[src/brg_pkg.sv]
`default_nettype none

package brg_pkg;

  localparam int FRAC_BITS  = 16;
  localparam int FRAME_BITS = 10;
  localparam int OP_W       = 3;
  localparam int W          = FRAC_BITS + 1;
  localparam int DEN_W      = (FRAC_BITS + 2 > FRAME_BITS) ? FRAC_BITS + 2 : FRAME_BITS;
  localparam int REM_W      = DEN_W + 1;
  localparam int DIV_STEPS  = W;
  localparam int CNT_W      = $clog2(DIV_STEPS);

  localparam logic [W-1:0] ONE = {1'b1, {FRAC_BITS{1'b0}}};

  typedef logic [W-1:0] weight_t;

  typedef enum logic [OP_W-1:0] {
    OP_TICK   = 3'd0,
    OP_START  = 3'd1,
    OP_REMOVE = 3'd2,
    OP_STOP   = 3'd3,
    OP_RESET  = 3'd4
  } opcode_e;

  typedef enum logic [3:0] {
    CMD_NONE,
    CMD_TICK,
    CMD_START,
    CMD_REMOVE,
    CMD_STOP,
    CMD_WRESET,
    CMD_SQUARE,
    CMD_LEVEL,
    CMD_DIV_SEL,
    CMD_SEL,
    CMD_ANM,
    CMD_STEP
  } cmd_e;

  typedef enum logic [2:0] {
    ST_IDLE,
    ST_SQUARE,
    ST_LEVEL,
    ST_DENOM,
    ST_WAIT_SEL,
    ST_WAIT_ANM,
    ST_DIV_STEP,
    ST_EMIT
  } state_e;

  typedef struct packed {
    cmd_e op;
    logic load_out;
  } dp_cmd_t;

  typedef struct packed {
    logic level_zero;
    logic wrap;
    logic frames_zero;
    logic div_done;
  } dp_status_t;

endpackage

`default_nettype wire

[src/brg_if.sv]
`default_nettype none

interface brg_in_if;
  logic                            valid;
  logic                            ready;
  logic [brg_pkg::OP_W-1:0]        opcode;
  logic [brg_pkg::FRAME_BITS-1:0]  blend_frames;

  modport source (output valid, output opcode, output blend_frames, input ready);
  modport sink   (input valid, input opcode, input blend_frames, output ready);
endinterface

interface brg_out_if;
  logic                   valid;
  logic                   ready;
  logic                   active;
  logic [brg_pkg::W-1:0]  select_weight;
  logic [brg_pkg::W-1:0]  anim_weight;
  logic [brg_pkg::W-1:0]  slerp_weight;
  logic                   updated_flag;
  logic                   off_flag;

  modport source (output valid, output active, output select_weight, output anim_weight,
                  output slerp_weight, output updated_flag, output off_flag, input ready);
  modport sink   (input valid, input active, input select_weight, input anim_weight,
                  input slerp_weight, input updated_flag, input off_flag, output ready);
endinterface

`default_nettype wire

[src/brg_div.sv]
`default_nettype none

module brg_div (
  input  wire logic                      clk_i,
  input  wire logic                      rst_ni,
  input  wire logic                      start_i,
  input  wire logic [brg_pkg::DEN_W-1:0] x_i,
  input  wire logic [brg_pkg::DEN_W-1:0] den_i,
  output logic                           done_o,
  output logic [brg_pkg::W-1:0]          quot_o
);
  import brg_pkg::*;

  localparam logic [CNT_W-1:0] LastCnt = CNT_W'(DIV_STEPS - 1);

  logic             busy_q, busy_d;
  logic [CNT_W-1:0] cnt_q, cnt_d;
  logic [REM_W-1:0] r_q, r_d;
  logic [DEN_W-1:0] den_q, den_d;
  logic [W-1:0]     q_q, q_d;
  logic             ge;
  logic [REM_W-1:0] diff;
  logic [DEN_W-1:0] rem;
  logic             last;

  // one quotient bit per cycle, restoring
  always_comb begin
    ge     = r_q >= {1'b0, den_q};
    diff   = r_q - {1'b0, den_q};
    rem    = ge ? diff[DEN_W-1:0] : r_q[DEN_W-1:0];
    last   = busy_q && (cnt_q == LastCnt);
    done_o = last;
    quot_o = {q_q[W-2:0], ge};

    busy_d = busy_q;
    cnt_d  = cnt_q;
    r_d    = r_q;
    den_d  = den_q;
    q_d    = q_q;
    if (start_i) begin
      busy_d = 1'b1;
      cnt_d  = '0;
      r_d    = {1'b0, x_i};
      den_d  = den_i;
      q_d    = '0;
    end else if (busy_q) begin
      r_d   = {rem, 1'b0};
      q_d   = {q_q[W-2:0], ge};
      cnt_d = cnt_q + 1'b1;
      if (last) begin
        busy_d = 1'b0;
      end
    end
  end

  always_ff @(posedge clk_i or negedge rst_ni) begin
    if (!rst_ni) begin
      busy_q <= 1'b0;
      cnt_q  <= '0;
    end else begin
      busy_q <= busy_d;
      cnt_q  <= cnt_d;
    end
  end

  always_ff @(posedge clk_i) begin
    r_q   <= r_d;
    den_q <= den_d;
    q_q   <= q_d;
  end

endmodule

`default_nettype wire

[src/brg_dp.sv]
`default_nettype none

module brg_dp (
  input  wire logic                           clk_i,
  input  wire logic                           rst_ni,
  input  wire logic [brg_pkg::FRAME_BITS-1:0] frames_i,
  input  wire brg_pkg::dp_cmd_t               cmd_i,
  output brg_pkg::dp_status_t                 st_o,
  output logic                                active_o,
  output logic [brg_pkg::W-1:0]               select_weight_o,
  output logic [brg_pkg::W-1:0]               anim_weight_o,
  output logic [brg_pkg::W-1:0]               slerp_weight_o,
  output logic                                updated_flag_o,
  output logic                                off_flag_o
);
  import brg_pkg::*;

  weight_t level_q, level_d;
  weight_t progress_q, progress_d;
  weight_t step_q, step_d;
  weight_t sel_q, sel_d;
  weight_t anm_q, anm_d;
  weight_t slerp_q, slerp_d;
  logic    upd_q, upd_d;
  logic    off_q, off_d;
  weight_t d_q, d_d;
  weight_t s_q, s_d;
  logic [DEN_W-1:0] den_q, den_d;

  logic [W:0]             sum;
  logic                   wrap;
  logic [2*FRAC_BITS-1:0] sq;
  logic [2*W-1:0]         lprod;
  weight_t                s_calc;
  logic [DEN_W-1:0]       den_calc;
  logic                   div_start;
  logic [DEN_W-1:0]       div_x;
  logic [DEN_W-1:0]       div_den;
  logic                   div_done;
  weight_t                quot;

  brg_div u_div (
    .clk_i   (clk_i),
    .rst_ni  (rst_ni),
    .start_i (div_start),
    .x_i     (div_x),
    .den_i   (div_den),
    .done_o  (div_done),
    .quot_o  (quot)
  );

  always_comb begin
    sum      = {1'b0, progress_q} + {1'b0, step_q};
    wrap     = sum >= {1'b0, ONE};
    sq       = progress_q[FRAC_BITS-1:0] * progress_q[FRAC_BITS-1:0];
    lprod    = level_q * d_q;
    s_calc   = ONE - level_q;
    den_calc = DEN_W'(d_q) + DEN_W'(s_calc);

    st_o.level_zero  = (level_q == '0);
    st_o.wrap        = wrap;
    st_o.frames_zero = (frames_i == '0);
    st_o.div_done    = div_done;

    div_start = 1'b0;
    div_x     = DEN_W'(d_q);
    div_den   = den_calc;

    level_d    = level_q;
    progress_d = progress_q;
    step_d     = step_q;
    sel_d      = sel_q;
    anm_d      = anm_q;
    slerp_d    = slerp_q;
    upd_d      = upd_q;
    off_d      = off_q;
    d_d        = d_q;
    s_d        = s_q;
    den_d      = den_q;

    unique case (cmd_i.op)
      CMD_TICK: begin
        if (wrap) begin
          level_d    = '0;
          progress_d = ONE;
          sel_d      = '0;
          anm_d      = ONE;
          slerp_d    = ONE;
        end else begin
          progress_d = sum[W-1:0];
          upd_d      = 1'b1;
        end
      end
      CMD_START: begin
        if (frames_i == '0) begin
          level_d    = '0;
          progress_d = ONE;
          sel_d      = '0;
          anm_d      = ONE;
          slerp_d    = ONE;
        end else begin
          level_d    = ONE;
          progress_d = '0;
          sel_d      = ONE;
          anm_d      = '0;
          slerp_d    = '0;
          upd_d      = 1'b1;
          div_start  = 1'b1;
          div_x      = DEN_W'(1);
          div_den    = DEN_W'(frames_i);
        end
      end
      CMD_REMOVE: begin
        off_d      = 1'b0;
        level_d    = '0;
        progress_d = ONE;
        sel_d      = '0;
        anm_d      = ONE;
        slerp_d    = ONE;
      end
      CMD_STOP: begin
        off_d = 1'b1;
        upd_d = 1'b0;
      end
      CMD_WRESET: begin
        level_d    = '0;
        progress_d = ONE;
        sel_d      = '0;
        anm_d      = ONE;
        slerp_d    = ONE;
      end
      CMD_SQUARE: begin
        d_d = ONE - W'(sq[2*FRAC_BITS-1:FRAC_BITS]);
      end
      CMD_LEVEL: begin
        level_d = lprod[FRAC_BITS+W-1:FRAC_BITS];
      end
      CMD_DIV_SEL: begin
        s_d       = s_calc;
        den_d     = den_calc;
        div_start = 1'b1;
      end
      CMD_SEL: begin
        sel_d     = quot;
        div_start = 1'b1;
        div_x     = DEN_W'(s_q);
        div_den   = den_q;
      end
      CMD_ANM: begin
        anm_d   = quot;
        slerp_d = quot;
      end
      CMD_STEP: begin
        step_d = quot;
      end
      default: begin
      end
    endcase
  end

  always_ff @(posedge clk_i or negedge rst_ni) begin
    if (!rst_ni) begin
      level_q    <= '0;
      progress_q <= ONE;
      step_q     <= '0;
      sel_q      <= '0;
      anm_q      <= ONE;
      slerp_q    <= ONE;
      upd_q      <= 1'b0;
      off_q      <= 1'b0;
    end else begin
      level_q    <= level_d;
      progress_q <= progress_d;
      step_q     <= step_d;
      sel_q      <= sel_d;
      anm_q      <= anm_d;
      slerp_q    <= slerp_d;
      upd_q      <= upd_d;
      off_q      <= off_d;
    end
  end

  always_ff @(posedge clk_i) begin
    d_q   <= d_d;
    s_q   <= s_d;
    den_q <= den_d;
    if (cmd_i.load_out) begin
      active_o        <= (level_q != '0);
      select_weight_o <= sel_q;
      anim_weight_o   <= anm_q;
      slerp_weight_o  <= slerp_q;
      updated_flag_o  <= upd_q;
      off_flag_o      <= off_q;
    end
  end

`ifndef ASSERT_OFF
  a_level_range: assert property (@(posedge clk_i) disable iff (!rst_ni)
    level_q <= ONE)
    else $error("level above one");
  a_square_progress: assert property (@(posedge clk_i) disable iff (!rst_ni)
    (cmd_i.op == CMD_SQUARE) |-> (progress_q < ONE))
    else $error("square with progress at or above one");
`endif

endmodule

`default_nettype wire

[src/brg_ctrl.sv]
`default_nettype none

module brg_ctrl (
  input  wire logic                     clk_i,
  input  wire logic                     rst_ni,
  input  wire logic                     in_valid_i,
  input  wire logic [brg_pkg::OP_W-1:0] opcode_i,
  output logic                          in_ready_o,
  output logic                          out_valid_o,
  input  wire logic                     out_ready_i,
  input  wire brg_pkg::dp_status_t      st_i,
  output brg_pkg::dp_cmd_t              cmd_o
);
  import brg_pkg::*;

  state_e state_q, state_d;
  logic   out_valid_q, out_valid_d;

  always_comb begin
    state_d       = state_q;
    cmd_o.op      = CMD_NONE;
    cmd_o.load_out = 1'b0;
    in_ready_o    = 1'b0;

    unique case (state_q)
      ST_IDLE: begin
        in_ready_o = 1'b1;
        if (in_valid_i) begin
          state_d = ST_EMIT;
          unique case (opcode_i)
            OP_TICK: begin
              if (!st_i.level_zero) begin
                cmd_o.op = CMD_TICK;
                if (!st_i.wrap) begin
                  state_d = ST_SQUARE;
                end
              end
            end
            OP_START: begin
              cmd_o.op = CMD_START;
              if (!st_i.frames_zero) begin
                state_d = ST_DIV_STEP;
              end
            end
            OP_REMOVE: cmd_o.op = CMD_REMOVE;
            OP_STOP:   cmd_o.op = CMD_STOP;
            OP_RESET:  cmd_o.op = CMD_WRESET;
            default: begin
            end
          endcase
        end
      end
      ST_SQUARE: begin
        cmd_o.op = CMD_SQUARE;
        state_d  = ST_LEVEL;
      end
      ST_LEVEL: begin
        cmd_o.op = CMD_LEVEL;
        state_d  = ST_DENOM;
      end
      ST_DENOM: begin
        cmd_o.op = CMD_DIV_SEL;
        state_d  = ST_WAIT_SEL;
      end
      ST_WAIT_SEL: begin
        if (st_i.div_done) begin
          cmd_o.op = CMD_SEL;
          state_d  = ST_WAIT_ANM;
        end
      end
      ST_WAIT_ANM: begin
        if (st_i.div_done) begin
          cmd_o.op = CMD_ANM;
          state_d  = ST_EMIT;
        end
      end
      ST_DIV_STEP: begin
        if (st_i.div_done) begin
          cmd_o.op = CMD_STEP;
          state_d  = ST_EMIT;
        end
      end
      ST_EMIT: begin
        if (!out_valid_q || out_ready_i) begin
          cmd_o.load_out = 1'b1;
          state_d        = ST_IDLE;
        end
      end
    endcase

    if (cmd_o.load_out) begin
      out_valid_d = 1'b1;
    end else if (out_ready_i) begin
      out_valid_d = 1'b0;
    end else begin
      out_valid_d = out_valid_q;
    end
  end

  assign out_valid_o = out_valid_q;

  always_ff @(posedge clk_i or negedge rst_ni) begin
    if (!rst_ni) begin
      state_q     <= ST_IDLE;
      out_valid_q <= 1'b0;
    end else begin
      state_q     <= state_d;
      out_valid_q <= out_valid_d;
    end
  end

`ifndef ASSERT_OFF
  a_emit_valid: assert property (@(posedge clk_i) disable iff (!rst_ni)
    (state_q == ST_EMIT && cmd_o.load_out) |=> out_valid_q)
    else $error("result load without valid");
  a_idle_no_div: assert property (@(posedge clk_i) disable iff (!rst_ni)
    (state_q == ST_IDLE) |-> !st_i.div_done)
    else $error("divider finished while idle");
`endif

endmodule

`default_nettype wire

[src/blend_ratio_generator_top.sv]
`default_nettype none

// crossfade weight generator: opcodes tick, start, remove, stop updates and reset weights
// 16-fraction-bit weights, one result item per input item. remove, stop, reset, unused
// opcodes, idle ticks and ending ticks go straight to emit; start with a nonzero frame
// count waits for the divider to give the step size; a tick during a blend steps through
// square, level and denominator and then runs the serial divider, one quotient bit per
// cycle over 17 bits, twice for the two weights. one item is in work at a time; the next
// item is taken while the previous result still waits in the output register.
module blend_ratio_generator_top (
  input  wire logic clk_i,
  input  wire logic rst_ni,
  brg_in_if.sink    in_i,
  brg_out_if.source out_o
);
  import brg_pkg::*;

  dp_cmd_t    cmd;
  dp_status_t st;

  brg_ctrl u_ctrl (
    .clk_i       (clk_i),
    .rst_ni      (rst_ni),
    .in_valid_i  (in_i.valid),
    .opcode_i    (in_i.opcode),
    .in_ready_o  (in_i.ready),
    .out_valid_o (out_o.valid),
    .out_ready_i (out_o.ready),
    .st_i        (st),
    .cmd_o       (cmd)
  );

  brg_dp u_dp (
    .clk_i           (clk_i),
    .rst_ni          (rst_ni),
    .frames_i        (in_i.blend_frames),
    .cmd_i           (cmd),
    .st_o            (st),
    .active_o        (out_o.active),
    .select_weight_o (out_o.select_weight),
    .anim_weight_o   (out_o.anim_weight),
    .slerp_weight_o  (out_o.slerp_weight),
    .updated_flag_o  (out_o.updated_flag),
    .off_flag_o      (out_o.off_flag)
  );

endmodule

`default_nettype wire

[src/flat_wrapper.sv]
// flat-port wrapper written by rule: the top's interface ports become plain ports
module blend_ratio_generator_top_flat import brg_pkg::*;
  (clk_i, rst_ni, in_i_valid, in_i_opcode, in_i_blend_frames, in_i_ready, out_o_valid, out_o_active, out_o_select_weight, out_o_anim_weight, out_o_slerp_weight, out_o_updated_flag, out_o_off_flag, out_o_ready);
  brg_in_if in_i_i ();
  brg_out_if out_o_i ();
  input  wire logic clk_i;
  input  wire logic rst_ni;
  input wire logic [$bits(in_i_i.valid)-1:0] in_i_valid;
  input wire logic [$bits(in_i_i.opcode)-1:0] in_i_opcode;
  input wire logic [$bits(in_i_i.blend_frames)-1:0] in_i_blend_frames;
  output wire logic [$bits(in_i_i.ready)-1:0] in_i_ready;
  output wire logic [$bits(out_o_i.valid)-1:0] out_o_valid;
  output wire logic [$bits(out_o_i.active)-1:0] out_o_active;
  output wire logic [$bits(out_o_i.select_weight)-1:0] out_o_select_weight;
  output wire logic [$bits(out_o_i.anim_weight)-1:0] out_o_anim_weight;
  output wire logic [$bits(out_o_i.slerp_weight)-1:0] out_o_slerp_weight;
  output wire logic [$bits(out_o_i.updated_flag)-1:0] out_o_updated_flag;
  output wire logic [$bits(out_o_i.off_flag)-1:0] out_o_off_flag;
  input wire logic [$bits(out_o_i.ready)-1:0] out_o_ready;
  assign in_i_i.valid = in_i_valid;
  assign in_i_i.opcode = in_i_opcode;
  assign in_i_i.blend_frames = in_i_blend_frames;
  assign in_i_ready = in_i_i.ready;
  assign out_o_valid = out_o_i.valid;
  assign out_o_active = out_o_i.active;
  assign out_o_select_weight = out_o_i.select_weight;
  assign out_o_anim_weight = out_o_i.anim_weight;
  assign out_o_slerp_weight = out_o_i.slerp_weight;
  assign out_o_updated_flag = out_o_i.updated_flag;
  assign out_o_off_flag = out_o_i.off_flag;
  assign out_o_i.ready = out_o_ready;
  blend_ratio_generator_top u_core (.clk_i(clk_i), .rst_ni(rst_ni), .in_i(in_i_i), .out_o(out_o_i));
endmodule
[config.mk]
export PLATFORM = sky130hd
export DESIGN_NAME = blend_ratio_generator_top_flat
export DESIGN_NICKNAME = d
export VERILOG_FILES = /design/src/brg_pkg.sv /design/src/brg_if.sv /design/src/brg_div.sv /design/src/brg_dp.sv /design/src/brg_ctrl.sv /design/src/blend_ratio_generator_top.sv /design/src/flat_wrapper.sv
export SDC_FILE = /design/constraint.sdc
export NUM_CORES = 1
export LEC_CHECK = 0
export ABC_AREA = 1
export BUFFER_PORTS_ARGS = -buffer_cell sky130_fd_sc_hd__buf_2
export CAP_MARGIN = 5
export CORE_ASPECT_RATIO = 1.4
export CORE_MARGIN = 2
export CORE_UTILIZATION = 55
export DETAILED_ROUTE_END_ITERATION = 16
export PLACE_DENSITY = 0.71
export SYNTH_ARGS = -nofsm -noshare
export SYNTH_HDL_FRONTEND = slang
export SYNTH_SLANG_ARGS = --single-unit
[constraint.sdc]
create_clock -name clk_i -period 11.9 [get_ports clk_i]
set_clock_uncertainty 0.05 [all_clocks]
set_input_delay 0.595 -clock clk_i [delete_from_list [all_inputs] [get_ports clk_i]]
set_output_delay 0.595 -clock clk_i [all_outputs]
set_load 0.03 [all_outputs]
# Yosys cells after proc, flatten, opt, wreduce, memory -nomap -nowiden
# Index checks and enable logic that the tools add are counted.
[op_classes] addsub=6 mul=2 n_lt_le_gt_ge=2 n_eq_ne=30 n_mux=48 reduce_logical=24
[ops] op="$pmux W17 S4" n=3
[ops] op="$mux W17" n=6
[ops] op="$mux W18" n=4
[ops] op="$pmux W17 S3" n=1
[ops] op="$add A17 B17 Y18" n=2
[ops] op="$pmux W18 S2" n=1
[ops] op="$pmux W17 S2" n=1
[ops] op="$mul A17 B17 Y33" n=1
[ops] op="$mul A16 B16 Y32" n=1
[ops] op="$pmux W4 S7" n=1
[ops] op="$mux W3" n=7
[ops] op="$pmux W3 S7" n=1
[ops] op="$ge A19 B18 Y1" n=1
[ops] op="$ge A18 B17 Y1 const B" n=1
[ops] op="$sub A18 B18 Y18" n=1
[ops] op="$logic_not A17 Y1" n=1
[ops] op="$reduce_bool A17 Y1" n=1
[ops] op="$sub A17 B16 Y17 const A" n=1
[ops] op="$sub A17 B17 Y17 const A" n=1
[ops] op="$eq A4 B3 Y1 const B" n=4
[ops] op="$eq A4 B4 Y1 const B" n=4
[ops] op="$eq A3 B3 Y1 const B" n=5
[ops] op="$pmux W3 S5" n=1
[ops] op="$mux W1" n=13
[ops] op="25 further kinds" n=49
[totals] ff_bits=239 inputBits=17 word_cells=135

# Depth between registers and ports, before layout
[depth] depth_word=9 ltp_mapped=35 depth_no_buf=33

# Modules after synthesis
# Synthesis repeated with hierarchy kept, for this count alone.
[unflattened] cells_unflattened=3947 hier_area_um2=30899.6
[by_module_without_submodules] module="brg_dp" n_inst=1 cells_each=3374 area_per_inst_um2=26701.9 seq_area_each_um2=4852.2
[by_module_without_submodules] module="brg_div" n_inst=1 cells_each=499 area_per_inst_um2=3767.4 seq_area_each_um2=1571.5
[by_module_without_submodules] module="brg_ctrl" n_inst=1 cells_each=74 area_per_inst_um2=430.4 seq_area_each_um2=100.1

# Least setup slack after synthesis
# OpenSTA, ideal clock, no wires.
[synth_path] path_kind="register to register" from="register u_core.u_dp.progress_q[13]" to="register u_core.u_dp.d_q[10], data pin" arrival_time_ns=5.867 t_required_ns=11.592 path_slack_ns=5.725 path_stages_with_launch=28 n_path_buf=2 synth_period_minus_slack_ns=6.175 cell_sequence="dfrtp_1 clkbuf_1 buf_1 nand2_1 fa_1 fa_1 inv_1 fa_1 fa_1 fa_1 inv_1 fa_1 inv_1 ha_1 nand2_1 nor2_1 inv_1 nor2_1 nand2_1 nand2_1 nand2_1 nand2_1 ha_1 nand3_1 nor2_1 nand2_1 o21ai_0 nand2_1"
[synth_between] elab_chain_cells=2
[synth_lines] item="start, declared" line="brg_dp.sv:19" text="weight_t progress_q, progress_d;"
[synth_lines] item="start signal, assigned" line="brg_dp.sv:173" text="progress_q <= progress_d;"
[synth_lines] item="$mul A16 B16 Y32" line="brg_dp.sv:55" text="sq = progress_q[FRAC_BITS-1:0] * progress_q[FRAC_BITS-1:0];"
[synth_lines] item="$sub A17 B16 Y17" line="brg_dp.sv:133" text="d_d = ONE - W'(sq[2*FRAC_BITS-1:FRAC_BITS]);"
[synth_lines] item="end signal, assigned" line="brg_dp.sv:184" text="d_q <= d_d;"
[synth_lines] item="end, declared" line="brg_dp.sv:26" text="weight_t d_q, d_d;"
# Every way passes these cells.
# A chain may end at the register's enable or synchronous reset.

# Worst setup path after layout
[layout_path] from="register u_core.u_dp.progress_q[11]" to="register u_core.u_dp.d_q[10], data pin"
# Same word-level chain as after synthesis.

==> results.yml <==
run_status:
  status: "completed"
routing:
  ant_nets: 0
  wl_per_cell_um: 16.1
  drc: 0
  dr_total_vias: 23600
  detail_route.first_pass.iterations: 5
  wirelength_mm: 72.9
  viasPerCell: 5.21
  drtIter0Drc: 1495
logic_synthesis:
  synth.avg_cell_area_um2: 7.87
  yosysUniqueCellTypes: 54
  synth.top_cell.area_share_pct: 25.7
  synth-edff-count: 125
  syn-num-nets: 4471
  synth_most_common_cell: "nand2_1"
  synthTopCellsByCount: "nand2_1, inv_1, fa_1"
  yosysTopAreaCell: "fa_1"
  seq_area_frac_synth_pct: 21.7
  async_reset_ff_share_pct: 40.6
  ys_warn_count: 0
  synth_area_leaders: "fa_1, nand2_1, edfxtp_1"
  syn_area_um2: 30000
  synthCells: 3814
  synthFlopType: "edfxtp_1"
  ys_ff_latch: 239
worst_setup_path:
  worstSetupStartpointType: "register"
  crit_arrival_ns: 6.92
  path_class: "reg2reg"
  required_ns: 12.16
  cpMostUsedCell: "nand2_1"
  reg2reg_depth: 25
  critPathMaxFanout: 18
  cp_slowest_stage_delay_ns: 0.84
  slowest_stage: "dfrtp_1"
  crit_path_end_kind: "register"
worst_hold_path:
  hold_depth: 2
  hold_path_class: "in2reg"
timing:
  setup_viol: 0
  worst_pin_slew_ns: 1.12
  min_period_over_period_pct: 56.0
  slew_headroom_pct: 25.1
  fin_ws_ns: 5.24
  hold_viol: 0
  tns_ns: 0
  clock.fmax_ghz: 0.150
  rsz0062_at_grt: "no"
  slew_viol_final: 0
  fin_crit_ns: 6.66
floorplan:
  std_cell_rows: 101
  die_h_um: 280
  ioPinCount: 73
  coreArea_um2: 54100
  start_util_pct: 55.5
  die_w_um: 201
  die_area_um2: 56500
clock_tree:
  path_clk_slew_ns: 0.06
  cts.sinks: 239
  cts_tree: "yes"
  clock_latency_ns: 0.55
  clock_path_buffers: 3
  numCtsBuffers: 25
  cts_root_buf: "clkbuf_16"
  post_cts_buffers: 0
  htree_levels: 1
finish:
  n_antenna_cell: 0
  final_nets: 4446
  drive_gt1_share_pct: 4.62
  syn2layout_area_growth_pct: 5.30
global_route:
  track_usage_pct: 26.9
  grt_max_degree: 62
  overflow: 0
  grt_pass1_wl_mm: 121
  grt_pass1_vias: 24300
  antenna_found_initial: 0
place:
  gp_congestion: 0.954
  dpl.hpwl_mm: 57.8
  port_buffers: 72
  pre_cts_ws_ns: 5.24
run:
  maxCapViolCount: 0
[placed cells by master, fill, tap and decap left out, types with 17 or more instances in the layout]
master and n:
dfxtp_1 17, fa_1 385, clkbuf_16 27, dfrtp_1 95
ha_1 255, nand4_1 24, xor2_1 46, o21ai_0 120
a21oi_1 113, nor2_1 140, nand3_1 118, inv_1 917
buf_4 25, nand2_1 1111, edfxtp_1 125, nor3_1 36
xnor2_1 34, buf_2 71
[sequential cells by signal (all words and copies together) (netlist names), 3 cells and up]
name and flops:
u_core.u_dp.u_div.r_q 19, u_core.u_dp.progress_q 17, u_core.u_dp.level_q 17, u_core.u_dp.u_div.den_q 18, u_core.u_dp.step_q 17, u_core.u_dp.s_q 17, u_core.u_dp.den_q 18, u_core.u_dp.select_weight_o 17
u_core.u_dp.d_q 17, u_core.u_ctrl.state_q 3, u_core.u_dp.slerp_q 17, u_core.u_dp.u_div.q_q 16, u_core.u_dp.slerp_weight_o 17, u_core.u_dp.sel_q 17, u_core.u_dp.u_div.cnt_q 5
[layer usage]
layer | share of wire (%) | wire length, um | track usage (%)
met1 | 41 | 29800 | 33.8
met2 | 50 | 36600 | 47.7
met3 | 4.3 | 3110 | 2.08
met4 | 4.7 | 3400 | 11.7
met5 | 0 | 0 | 0
[worst paths after layout]
kind | slack, ns | from | end
setup / recovery | 5.24 | u_core.u_dp.progress_q[11] | u_core.u_dp.d_q[10]
hold / removal | 0.24 | out_o_ready | u_core.u_ctrl.out_valid_o
setup reg to reg | 5.24 | u_core.u_dp.progress_q[11] | u_core.u_dp.d_q[10]
hold reg to reg | 0.39 | u_core.u_dp.sel_q[16] | u_core.u_dp.select_weight_o[16]
max in group asynchronous | 10.11 | rst_ni | u_core.u_ctrl.out_valid_o
min in group asynchronous | 0.51 | rst_ni | u_core.u_dp.progress_q[4]
[layout make-up]
class | count | area [um2]
fillers | 5040 | 22500
clock buffers | 34 | 702
clock inverters | 12 | 98.8
flip-flops and latches | 239 | 6520
inverters | 924 | 3470
well taps | 721 | 902
multi-input cells | 2502 | 19300
repair buffers | 97 | 553
[worst max-delay path: cells and delay by family (launching register included)]
kind            cells  cell delay, ns
fa+ha+maj           8            3.59
simple gates       12            1.55
flops               1            0.84
buf+inv             4            0.23
compound gates      1            0.17
[through the flow]
stage	std cells	hold slack [ns]	util (%)	cell area [um2]
6_report	4529	0.243	58.4	31600
5_1_grt	4529	0.264	58.4	31600
4_1_cts	4529	0.226	58.4	31600
3_5_place_dp	4482	0.384	56.9	30800
3_3_place_gp	4482	0.378	56.9	30800
2_1_floorplan	3814	0.249	-	30000
[cell families (layout without fill, tap and decap cells)]
family,Yosys count,count (layout),share of synthesized area [%]
AO/OA/AOI/OAI,307,307,5.84
XOR/XNOR,80,80,2.34
AND/OR/NAND/NOR,1475,1475,19.9
buffers and inverters,1073,1067,13.8
flip-flops,239,239,21.7
adder cells (fa/ha/maj),640,640,36.3
[repair_timing]
| item | 4_1_cts | 5_1_grt |
|---|---|---|
| resized for setup | 0 | 0 |
| hold buffers | 1 | 0 |
| setup endpoints to repair | 0 | 0 |
| endpoints found under the hold margin | 28 | 0 |
Power is not shown: default switching activity piles up to over one toggle a cycle in this logic, so the estimate is an artifact.
